### src/rtl/plsp_pkg.sv
// Shared types and constants for the pinned LRU slot pool.
package plsp_pkg;

    localparam logic [2:0] ACT_ALLOC    = 3'd0;
    localparam logic [2:0] ACT_ALLOC_NE = 3'd1;
    localparam logic [2:0] ACT_HIT      = 3'd2;
    localparam logic [2:0] ACT_TOUCH    = 3'd3;
    localparam logic [2:0] ACT_PIN      = 3'd4;
    localparam logic [2:0] ACT_UNPIN    = 3'd5;
    localparam logic [2:0] ACT_RELEASE  = 3'd6;
    localparam logic [2:0] ACT_SET_SPEC = 3'd7;

    localparam logic [2:0] ST_OK       = 3'd0;
    localparam logic [2:0] ST_NOSLOT   = 3'd1;
    localparam logic [2:0] ST_RANGE    = 3'd2;
    localparam logic [2:0] ST_PIN_OF   = 3'd3;
    localparam logic [2:0] ST_UNPIN_UF = 3'd4;

    localparam logic [1:0] CFG_ACTIVE = 2'd0;
    localparam logic [1:0] CFG_HOT    = 2'd1;
    localparam logic [1:0] CFG_DECAY  = 2'd2;

    // index width of the largest pool that can be built
    localparam int IDXW = 10;

    typedef struct packed {
        logic [2:0] action;
        logic [5:0] slot;
        logic       spec_flag;
    } in_item_t;

    typedef struct packed {
        logic [2:0]  status;
        logic [5:0]  slot_out;
        logic        evicted;
        logic        victim_was_speculative;
        logic [31:0] hit_count_out;
        logic [15:0] pin_count_out;
    } out_item_t;

    typedef struct packed {
        logic        used;
        logic [63:0] stamp;
        logic [15:0] pin;
        logic [31:0] pop;
        logic        spec;
    } slot_rec_t;

    typedef struct packed {
        logic            free_found;
        logic [IDXW-1:0] free_idx;
        logic [31:0]     free_pop;
        logic            spec_found;
        logic [IDXW-1:0] spec_idx;
        logic            cold_found;
        logic [IDXW-1:0] cold_idx;
        logic            any_found;
        logic [IDXW-1:0] any_idx;
    } scan_res_t;

    typedef enum logic [2:0] {S_IDLE, S_SCAN, S_DECIDE, S_APPLY, S_FIN} state_t;

endpackage

### src/rtl/plsp_cell.sv
// One slot record in the circulating chain.
module plsp_cell
    import plsp_pkg::*;
(
    input  logic      clk,
    input  logic      rst_n,
    input  logic      shift,
    input  slot_rec_t d,
    output slot_rec_t q
);

    slot_rec_t rec_reg;

    always_ff @(posedge clk or negedge rst_n)
    begin
        if (!rst_n)
        begin
            rec_reg <= '0;
        end
        else if (shift)
        begin
            rec_reg <= d;
        end
    end

    assign q = rec_reg;

endmodule

### config.mk
export PLATFORM = sky130hd
export DESIGN_NAME = plsp_cell
export DESIGN_NICKNAME = d
export VERILOG_FILES = /design/src/rtl/plsp_pkg.sv /design/src/rtl/plsp_cell.sv
export SDC_FILE = /design/constraint.sdc
export NUM_CORES = 1
export LEC_CHECK = 0
export ABC_AREA = 1
export ABC_CLOCK_PERIOD_IN_PS = 850
export BUFFER_PORTS_ARGS = -buffer_cell sky130_fd_sc_hd__buf_4
export CAP_MARGIN = 20
export CORE_MARGIN = 2
export CORE_UTILIZATION = 48
export DETAILED_ROUTE_END_ITERATION = 6
export HOLD_SLACK_MARGIN = 0.02
export PLACE_DENSITY = 0.9
export SLEW_MARGIN = 15
export SYNTH_ARGS = -nofsm -noshare
export SYNTH_HDL_FRONTEND = slang
export SYNTH_SLANG_ARGS = --single-unit
export TNS_END_PERCENT = 30
### constraint.sdc
create_clock -name clk -period 0.85 [get_ports clk]
set_input_delay 0.1275 -clock clk [delete_from_list [all_inputs] [get_ports clk]]
set_output_delay 0.1275 -clock clk [all_outputs]
set_load 0.01 [all_outputs]
==> impl_results.md, run 1 <==
* Status: stopped before the end
* Last stage reached: 5_1_grt
* Error: [ERROR GRT-0232] Routing congestion too high. Check the congestion heatmap in the GUI.
* Yosys reg bits at 114
* Syn_area_per_cell at 8.97 um2
* Post-synthesis sequential area ratio at 0.660
* Syn Nets at between 500 and 600
* GR repair worst EP: q[28]
* Root buf cell: clkbuf_8
* Die H at 98.9 um
* H-tree levels at 4
* PortBufs at 230
* GP Congestion at 0.836
* Mapped Area at 0.00432 mm2
* WEP type: top-level output
* Dpl cells at 807
* Global route overflow at 253
* Dpl hpwl at 8.58 mm
* Initial Util at 0.496
* Initial antenna violation count at 6
* Syn Inst Count at 482
* Clock sink count at 114
* Num rows at 34
* Max clock buf depth at 2
* Synth warn at 0
* Unique masters post-synth at 6
* Die width at 98.9 um
* Top Ports at 231
* Pin count of the biggest net entering global routing at 58
* Number of buffers inserted during clock tree synthesis at 17
* Total track usage at 0.856
==> metal layers <==
layer / track usage / overflow
met3: 0.671 / 0
met2: 1.04 / 170
met1: 0.838 / 0
met5: 0.0923 / 0
met4: 0.949 / 83
==> through the flow <==
step                      setup WS (ps)  area [um2]  TNS [ps]  hold slack (ps)
after detailed placement           20.4        6180         0             24.6
after CTS                          -333        8420    -35140             34.3
after global placement             59.2        6180         0             23.6
after floorplan                    88.6        4320         0             -168
==> Yosys cell counts (all sizes together) <==
cell type | instances | area (um2)
nand2 | 342 | 1280
buf | 25 | 180
dfrtp | 114 | 2850
inv | 1 | 6.26
==> logic make-up after synthesis <==
logic type / after synthesis / synth area share
AND/OR/NAND/NOR: 342 / 0.297
flip-flops: 114 / 0.660
buffers and inverters: 26 / 0.0431
==> timing repair <==
action	CTS
hold buffers	116
endpoints found under the setup margin	114
buffers inserted	16
resized for setup	114
endpoints found under the hold margin	228
==> run 2: changes to the inputs <==
--- a/config.mk
+++ b/config.mk
@@ -10,10 +10,9 @@
 export BUFFER_PORTS_ARGS = -buffer_cell sky130_fd_sc_hd__buf_4
 export CAP_MARGIN = 20
 export CORE_MARGIN = 2
-export CORE_UTILIZATION = 48
+export CORE_UTILIZATION = 40
 export DETAILED_ROUTE_END_ITERATION = 6
-export HOLD_SLACK_MARGIN = 0.02
-export PLACE_DENSITY = 0.9
+export PLACE_DENSITY_LB_ADDON = 0.15
 export SLEW_MARGIN = 15
 export SYNTH_ARGS = -nofsm -noshare
 export SYNTH_HDL_FRONTEND = slang
==> impl_results.md, run 2 <==
* Max Freq at 840 MHz
* Hold Startpoint: shift
* Final min period at roughly 1200 ps
* Worst-Skew Late Latency at about 500 ps
* Worst path bufs/invs at 1
* Total of max-cap violations at 0
* Pin count of the biggest net entering global routing at 61
* EDFF count, synth at 0
* Most frequent cells after synthesis: nand2_1 (342), dfrtp_1 (114), buf_2 (15)
* Post-route cell area at about 0.0085 mm2
* Final Hold Fails at 0
* Die area at 0.0117 mm2
* Hold Crit Class: in2reg
* Vias in the first global route at 4949
* Die width at 108 um
* Worst Reg2Reg Path Length in Cells at 4
* Critical path startpoint category: flop
* TritonCTS clock tree: yes
* Routed Antenna Nets at 0
* CP max stage cell: dfrtp_1
* Dpl ws at 20.0 ps
* RSZ-0062 raised after global routing: yes
* Share of cells above drive strength 1 at 0.338
* Global route overflow at 0
* Via density per instance at between 4 and 5
* DRC Markers at 0
* Max clock buf depth at 2
* Total power draw at 0.0162 W
* Dpl cells at around 830
* Cell taking the most area after synthesis: dfrtp_1
* Worst Path Max Fanout at 2
* Final net count at 969
* GP Congestion at between 0.7 and 0.8
* Clock Skews at 0 ps
* Number of flip-flops under the largest register name at 114
* WP data arrival at 1060 ps
* CP required at 720 ps
* Slew Viols, Final at 0
* Slew headroom at 0.809
* PortBufs at 230
* Unique masters post-synth at 6
* Status: finished with violations
* Initial antenna violation count at 0
* First-pass GRT wire length at 23.9 mm
* Reg area at 0.00285 mm2
* Ys flop type: dfrtp_1
* Setup violations, final at approximately 120
* Area contributors post-synth: dfrtp_1 (66%), nand2_1 (30%), buf_6 (2.1%)
* R2R Setup Slk at -20 ps
* Reg2reg end: q[67]
* Total track usage at 0.268
* Slew @ Worst Pin at 287 ps
* Drt pass-1 iters at 6
* Lkg Pwr at ~4.6 nW
* WS Path Type: reg2out
* H-tree levels at 4
* Post-synthesis sequential area ratio at 0.660
* Die H at 108 um
* Setup crit end kind: output pin
* Number of buffers inserted during clock tree synthesis at 17
* Max stage delay on crit path at 420 ps
* Initial Util at 0.415
* PwrDens at 1900 mW/mm2
* Worst-path clk slew at approximately 50 ps
* Final WS setup at -341 ps
* Commonest non-fill, non-tap cell in the layout: nand2_1
* Most frequent cells in the layout: nand2_1 (342), buf_4 (140), dlygate4sd3_1 (115)
* Failing checks: setup timing
* Num rows at 37
* Fin crit share at 1.40
* Syn Inst Count at 482
* DRT iter0 DRCs at 316
* Top-count cell post-synth: nand2_1
* Top cell family by delay on the critical path: flip-flops
* Mapped Area at 0.00432 mm2
* P&R area growth vs syn at 96.6%
* Worst Hold Path Cells at 4
* CORE AREA at 0.0104 mm2
* Cell Count, Final, Fillers Out at between 900 and 1k
* Yosys reg bits at between 100 and 150
* Worst Hold End: q[20]
* Clock sink count at 114
* Async SR Flop Fraction at 1.00
* Syn Nets at 599
* Final core utilization at 0.816
* FF-to-FF Start: q[67]
* Ant diodes at 0
* Total Wirelength at 15.7 mm
* Via count at 4662
* Crit path cell chain: buf_6
* Drt wl/cell at 15.7 um
* Fill count at 570
* Root buf cell: clkbuf_8
* Area fraction of the dominant cell type after synthesis at 0.660
* Syn_area_per_cell at 8.97 um2
* Top Ports at 231
* Dpl hpwl at 8.05 mm
* Synth warn at 0
* Cell Area, Placed at 0.00619 mm2
* Area of the multi-input gates at 0.00128 mm2
* Max VDD drop at 1.05 mV
-- run 2: cell counts after synthesis --
Identical to the previous run, type by type.
-- run 2: timing repair --
action,4_1_cts,5_1_grt
pin swaps,0,0
buffers inserted,11,11
hold buffers,115,0
resized for setup,114,0
setup endpoints to repair,114,114
hold endpoints to repair,228,0
-- run 2: per-layer routing --
| metal | wire (um) | GRT usage |
|---|---|---|
| met1 | 5780 | 0.298 |
| met5 | 0 | 0 |
| met3 | 1360 | 0.0826 |
| met4 | 359 | 0.109 |
| met2 | 8210 | 0.479 |
-- run 2: area by class of cell --
| type | count | area share |
|---|---|---|
| tap | 136 | 0.0200 |
| clock buffer | 24 | 0.0601 |
| clock inverter | 5 | 0.00589 |
| multi-input combinational | 342 | 0.151 |
| sequential | 114 | 0.336 |
| timing repair buffer | 376 | 0.427 |
| inverter | 1 | 0.000736 |
-- run 2: worst max-delay path by stage --
stage	startpoint	to	slack, ps	depth (start not counted)
floorplan	shift	q[100]	90	5
global placement	shift	q[82]	60	5
detailed placement	shift	q[84]	20	5
CTS	q[18]	q[18]	-330	1
global route	q[26]	q[26]	-360	1
finish	q[90]	q[90]	-340	1
-- run 2: power by group --
part	switching, W	internal [W]	leakage (nW)
sequential	0.000390	0.00592	1.39
clock	0.00227	0.00434	0.284
combinational	0.00130	0.00193	2.91
total	0.00396	0.0122	4.58
-- run 2: cells by family after synthesis --
| logic type | after synthesis | synth area share |
|---|---|---|
| buffers and inverters | 26 | 0.0431 |
| DFF | 114 | 0.660 |
| and+or+nand+nor | 342 | 0.297 |
-- run 2: stage by stage --
step / hold WS [ps] / setup TNS, ps
after global routing: 139 / -38070
after detailed placement: 146 / 0
after CTS: 105 / -36070
after floorplan: -168 / 0
after global placement: 143 / 0
final: 127 / -34320
(Power assumes the default switching activity.)
