### config.mk
export PLATFORM = sky130hd
export DESIGN_NAME = plsp_scan
export DESIGN_NICKNAME = d
export VERILOG_FILES = /design/src/rtl/plsp_pkg.sv /design/src/rtl/plsp_scan.sv
export SDC_FILE = /design/constraint.sdc
export NUM_CORES = 1
export LEC_CHECK = 0
export ABC_CLOCK_PERIOD_IN_PS = 7200
export BUFFER_PORTS_ARGS = -buffer_cell sky130_fd_sc_hd__buf_2
export CAP_MARGIN = 0
export CORE_ASPECT_RATIO = 1.2
export CORE_MARGIN = 2
export CORE_UTILIZATION = 45
export CTS_CLUSTER_SIZE = 8
export DETAILED_ROUTE_END_ITERATION = 12
export PLACE_DENSITY = 0.78
export SLEW_MARGIN = 0
export SYNTH_ARGS = -nofsm -noshare
export SYNTH_HDL_FRONTEND = slang
export SYNTH_SLANG_ARGS = --single-unit
### constraint.sdc
create_clock -name clk -period 7.2 [get_ports clk]
set_clock_uncertainty 0.15 [all_clocks]
set_input_delay 0.72 -clock clk [delete_from_list [all_inputs] [get_ports clk]]
set_output_delay 0.72 -clock clk [all_outputs]
set_load 0.02 [all_outputs]
### src/rtl/plsp_pkg.sv
// Shared types and constants for the pinned LRU slot pool.
package plsp_pkg;

    localparam logic [2:0] ACT_ALLOC    = 3'd0;
    localparam logic [2:0] ACT_ALLOC_NE = 3'd1;
    localparam logic [2:0] ACT_HIT      = 3'd2;
    localparam logic [2:0] ACT_TOUCH    = 3'd3;
    localparam logic [2:0] ACT_PIN      = 3'd4;
    localparam logic [2:0] ACT_UNPIN    = 3'd5;
    localparam logic [2:0] ACT_RELEASE  = 3'd6;
    localparam logic [2:0] ACT_SET_SPEC = 3'd7;

    localparam logic [2:0] ST_OK       = 3'd0;
    localparam logic [2:0] ST_NOSLOT   = 3'd1;
    localparam logic [2:0] ST_RANGE    = 3'd2;
    localparam logic [2:0] ST_PIN_OF   = 3'd3;
    localparam logic [2:0] ST_UNPIN_UF = 3'd4;

    localparam logic [1:0] CFG_ACTIVE = 2'd0;
    localparam logic [1:0] CFG_HOT    = 2'd1;
    localparam logic [1:0] CFG_DECAY  = 2'd2;

    // index width of the largest pool that can be built
    localparam int IDXW = 10;

    typedef struct packed {
        logic [2:0] action;
        logic [5:0] slot;
        logic       spec_flag;
    } in_item_t;

    typedef struct packed {
        logic [2:0]  status;
        logic [5:0]  slot_out;
        logic        evicted;
        logic        victim_was_speculative;
        logic [31:0] hit_count_out;
        logic [15:0] pin_count_out;
    } out_item_t;

    typedef struct packed {
        logic        used;
        logic [63:0] stamp;
        logic [15:0] pin;
        logic [31:0] pop;
        logic        spec;
    } slot_rec_t;

    typedef struct packed {
        logic            free_found;
        logic [IDXW-1:0] free_idx;
        logic [31:0]     free_pop;
        logic            spec_found;
        logic [IDXW-1:0] spec_idx;
        logic            cold_found;
        logic [IDXW-1:0] cold_idx;
        logic            any_found;
        logic [IDXW-1:0] any_idx;
    } scan_res_t;

    typedef enum logic [2:0] {S_IDLE, S_SCAN, S_DECIDE, S_APPLY, S_FIN} state_t;

endpackage

### src/rtl/plsp_scan.sv
// Candidate tracker: sees one slot per cycle at the chain tail while step is high.
module plsp_scan
    import plsp_pkg::*;
#(
    parameter int SLOTS = 64
)
(
    input  logic                       clk,
    input  logic                       rst_n,
    input  logic                       clear,
    input  logic                       step,
    input  logic [$clog2(SLOTS)-1:0]   k,
    input  logic                       in_range,
    input  logic [31:0]                hot,
    input  slot_rec_t                  rec,
    output scan_res_t                  res
);

    localparam int IW = $clog2(SLOTS);

    scan_res_t   res_reg;
    scan_res_t   res_next;
    logic [63:0] spec_t_reg, cold_t_reg, any_t_reg;
    logic [63:0] spec_t_next, cold_t_next, any_t_next;
    logic [IDXW-1:0] k_ext;
    logic        cand;

    assign k_ext = {{(IDXW-IW){1'b0}}, k};
    assign cand  = step && in_range && (rec.pin == 16'd0);

    always_comb
    begin
        res_next    = res_reg;
        spec_t_next = spec_t_reg;
        cold_t_next = cold_t_reg;
        any_t_next  = any_t_reg;
        if (clear)
        begin
            res_next.free_found = 1'b0;
            res_next.spec_found = 1'b0;
            res_next.cold_found = 1'b0;
            res_next.any_found  = 1'b0;
        end
        else
        begin
            if (cand && !rec.used && !res_reg.free_found)
            begin
                res_next.free_found = 1'b1;
                res_next.free_idx   = k_ext;
                res_next.free_pop   = rec.pop;
            end
            // strict compare keeps the lowest index on ties
            if (cand && rec.spec && (!res_reg.spec_found || rec.stamp < spec_t_reg))
            begin
                res_next.spec_found = 1'b1;
                res_next.spec_idx   = k_ext;
                spec_t_next         = rec.stamp;
            end
            if (cand && !(rec.pop > hot) && (!res_reg.cold_found || rec.stamp < cold_t_reg))
            begin
                res_next.cold_found = 1'b1;
                res_next.cold_idx   = k_ext;
                cold_t_next         = rec.stamp;
            end
            if (cand && (!res_reg.any_found || rec.stamp < any_t_reg))
            begin
                res_next.any_found = 1'b1;
                res_next.any_idx   = k_ext;
                any_t_next         = rec.stamp;
            end
        end
    end

    always_ff @(posedge clk or negedge rst_n)
    begin
        if (!rst_n)
        begin
            res_reg <= '0;
        end
        else
        begin
            res_reg <= res_next;
        end
    end

    always_ff @(posedge clk)
    begin
        spec_t_reg <= spec_t_next;
        cold_t_reg <= cold_t_next;
        any_t_reg  <= any_t_next;
    end

    assign res = res_reg;

endmodule
==> run metrics <==
clock buffer depth=3; Final Hold Viols=0; Fillers=about 2600; post-synthesis xor/xnor area fraction=0%; clk sinks=252; Final Setup Violations=0; Max Cap Violations=0; commonest non-fill, non-tap cell in the layout=inv_1; DRC violations left=0; clock latency on the worst-skew pair=0.51 ns; Placed Cells=1783; FF/Latch Area=roughly 7300 um2; met3 usage=~7.3%; initial antenna violation count=8; share of cells above drive strength 1=21.53%; Vias=a little under 10000; mux contribution to synthesized area=under 10%; Synth Area in Simple Gates=under 10%; CP Class=primary input to flip-flop; Power Density=203.4 nW/um2; critical path, cell by cell=buf_2, nor4_1, nand2_1, nor3_1, o2111ai_1, a21oi_1, o211ai_1, o22ai_4, buf_4; DR WL/cell=18.56 um; CP max-delay cell=o22ai_4; gp weighted congestion=0.8143; Lkg Pwr=0.008317 uW; Power, Total=3380 uW; Worst EP arrival=3.95 ns; relative slew slack=29.89%; Crit path max-delay family=compound AO/OA/AOI/OAI gates; share of power burned in registers=46.5%; Startpoint Class=primary input; Unique masters post-synth=56; final cell count without fillers=1837; Total Wirelength=34100 um; busiest layer in global routing=met2; Post-synth EDFFs=192; Setup crit end kind=flip-flop; TritonRoute pass-1 iters=5; Comb power frac=7.7%; RSZ-0062 raised after global routing=false; Tcrit/Tclk final=54.95%; row cnt=70; die area=32570 um2; CTS Buf Count=37; Core Region=30570 um2; fin nets=~1800; critical path peak fanout=34; chip height=197.3 um; Area Overhead vs Synth=18.59%; Die X=165.1 um; Clock Power Share=45.9%; DP HPWL=25580 um; IO buf count=approximately 220; async set-or-reset flop fraction in the synthesized netlist=23.81%; switch share=21.83%; post-cts resize count=0; Synth Area in Compound Gates=under 10%; Worst Tran Pin Value=1.052 ns; cell internal pwr=about 2600 uW; Root Driver=clkbuf_16; GRT Util Overall=20.92%; Post-CTS Setup Bufs=0; Post-CTS Hold Buffers=0; synthesized area per cell=~12 um2; total I/O pin count=between 200 and 250; Final min period=around 4 ns; post-synthesis sequential area ratio=51.87%; H-tree depth=2; Pins Over Slew Limit=0; Syn Inst Count=1172; FMAX=between 0.2 and 0.3 GHz; setup tns final=0 ns; VDD IR max=176.7 uV; fin util=54.35%; number of routed nets with antenna violations=0; reg2reg start=spec_t_reg[1]$_DFFE_PP_; Post-synth top flop=edfxtp_1; Synth warnings=0; CP bufs+invs=2; multi-input logic area=5847 um2; first-pass GRT wire length=52160 um; vias in the first global route=9900; Worst Hold Class=primary input to asynchronous set/reset pin; Global Route met2 Usage=36.00%; status=finished clean; met1 Resource Use GR=a little under a quarter; Yosys reg bits=252; commonest non-fill, non-tap cells in the layout=inv_1 (226), ha_1 (221), buf_2 (216); CTS tree=done; reg2reg path depth=10; Adder-Cell Fraction of Synth Area=19.74%; mapped cell area=14010 um2; largest net degree at the start of global routing=65; sw power=737.9 uW; CP required=about 7.2 ns; initial core utilization=a little under half; r2r endpoint=spec_t_reg[0]$_DFFE_PP_; Worst-path clk slew=0.05 ns; total gr overflow=0; CP peak stage delay=0.81 ns; largest family of logic cells by synthesized area=adder cells; internal reg-to-reg setup slack=3.34 ns; Vias/cell=5.327; initial DRC count=450
[worst register-to-register path: stages (launching register included)]
cell,delay [ns]
edfxtp_1,0.35
inv_1,0.06
ha_1,0.21
a21o_1,0.16
a211o_1,0.30
a211oi_2,0.22
o31ai_1,0.14
a221oi_2,0.40
nor3_1,0.14
o22ai_4,0.78
buf_4,0.58
[metrics by stage]
stage          cell area [um2]  setup slack [ns]  hold WS [ns]
6_report                 16610             3.243        0.2080
3_5_place_dp             15580             2.743        0.3246
4_1_cts                  16610             3.273        0.2164
3_3_place_gp             15580             2.815        0.3194
5_1_grt                  16610             2.934        0.2654
2_1_floorplan            14070             1.336        0.2744
[metal layers]
| metal | vias up | part of all wire, % |
|---|---|---|
| met3 | 92 | 10 |
| met2 | 354 | 48 |
| met5 | - | 0.27 |
| met1 | 4642 | 36 |
| li1 | 4684 | - |
| met4 | 14 | 5.1 |
[cells in the mapped netlist (3+ instances only)]
cell type	number	area, um2
nor3_1	16	80.08
ha_1	221	2765
and4_1	4	35.03
a221o_1	3	30.03
inv_1	226	848.3
nor2b_1	7	43.79
edfxtp_1	192	5766
mux2i_1	6	60.06
a211o_1	8	70.07
a21o_1	46	345.3
clkbuf_1	3	11.26
dfrtp_1	60	1501
a2111oi_0	3	26.28
nand4_1	40	250.2
nor4_1	8	50.05
nand3_1	11	55.05
buf_4	16	120.1
a31oi_1	5	31.28
nand2_1	63	236.5
a21oi_1	63	315.3
mux2_4	12	180.2
a221oi_1	5	43.79
or3_1	4	25.02
mux2_1	15	168.9
nand2b_1	5	31.28
mux2_2	23	259.0
a211oi_1	8	60.06
nor2_1	37	138.9
o21ai_0	28	140.1
[logic make-up (layout without fill, tap and decap cells)]
group                      count (synthesis)  after routing
DFF                                      252            252
buffers and inverters                    247            500
adders and majority gates                221            221
and+or+nand+nor                          200            200
AOI/OAI and AO/OA                        195            195
muxes                                     56             56
other                                      1             17
[worst max-delay path by stage]
| stage | start | endpoint | slack [ns] | cells after the start |
|---|---|---|---|---|
| after floorplan | rec[50] | spec_t_reg[0]$_DFFE_PP_ | 1.34 | 8 |
| after global placement | rec[32] | cold_t_reg[6]$_DFFE_PP_ | 2.82 | 9 |
| after detailed placement | rec[50] | spec_t_reg[5]$_DFFE_PP_ | 2.74 | 10 |
| after CTS | rec[50] | spec_t_reg[5]$_DFFE_PP_ | 3.27 | 10 |
| after global routing | rec[45] | spec_t_reg[0]$_DFFE_PP_ | 2.93 | 9 |
| final | rec[38] | spec_t_reg[0]$_DFFE_PP_ | 3.24 | 9 |
[area by class of cell]
class	count	share of cell area, %
inverters	226	5.106
clock inverters	2	0.08284
diodes	1	0.01506
clock buffers	51	6.146
well taps	396	2.982
repair buffers	221	6.733
flip-flops and latches	252	43.74
multi-input cells	688	35.19
[power by group through the flow]
stage	Combinational (uW)	Clock [uW]	Sequential [uW]
after floorplan	128	0	1600
after global placement	242	0	1600
after detailed placement	255	0	1600
after CTS	258	1590	1570
after global routing	292	1640	1570
final	259	1550	1570
(Power assumes the default switching activity.)
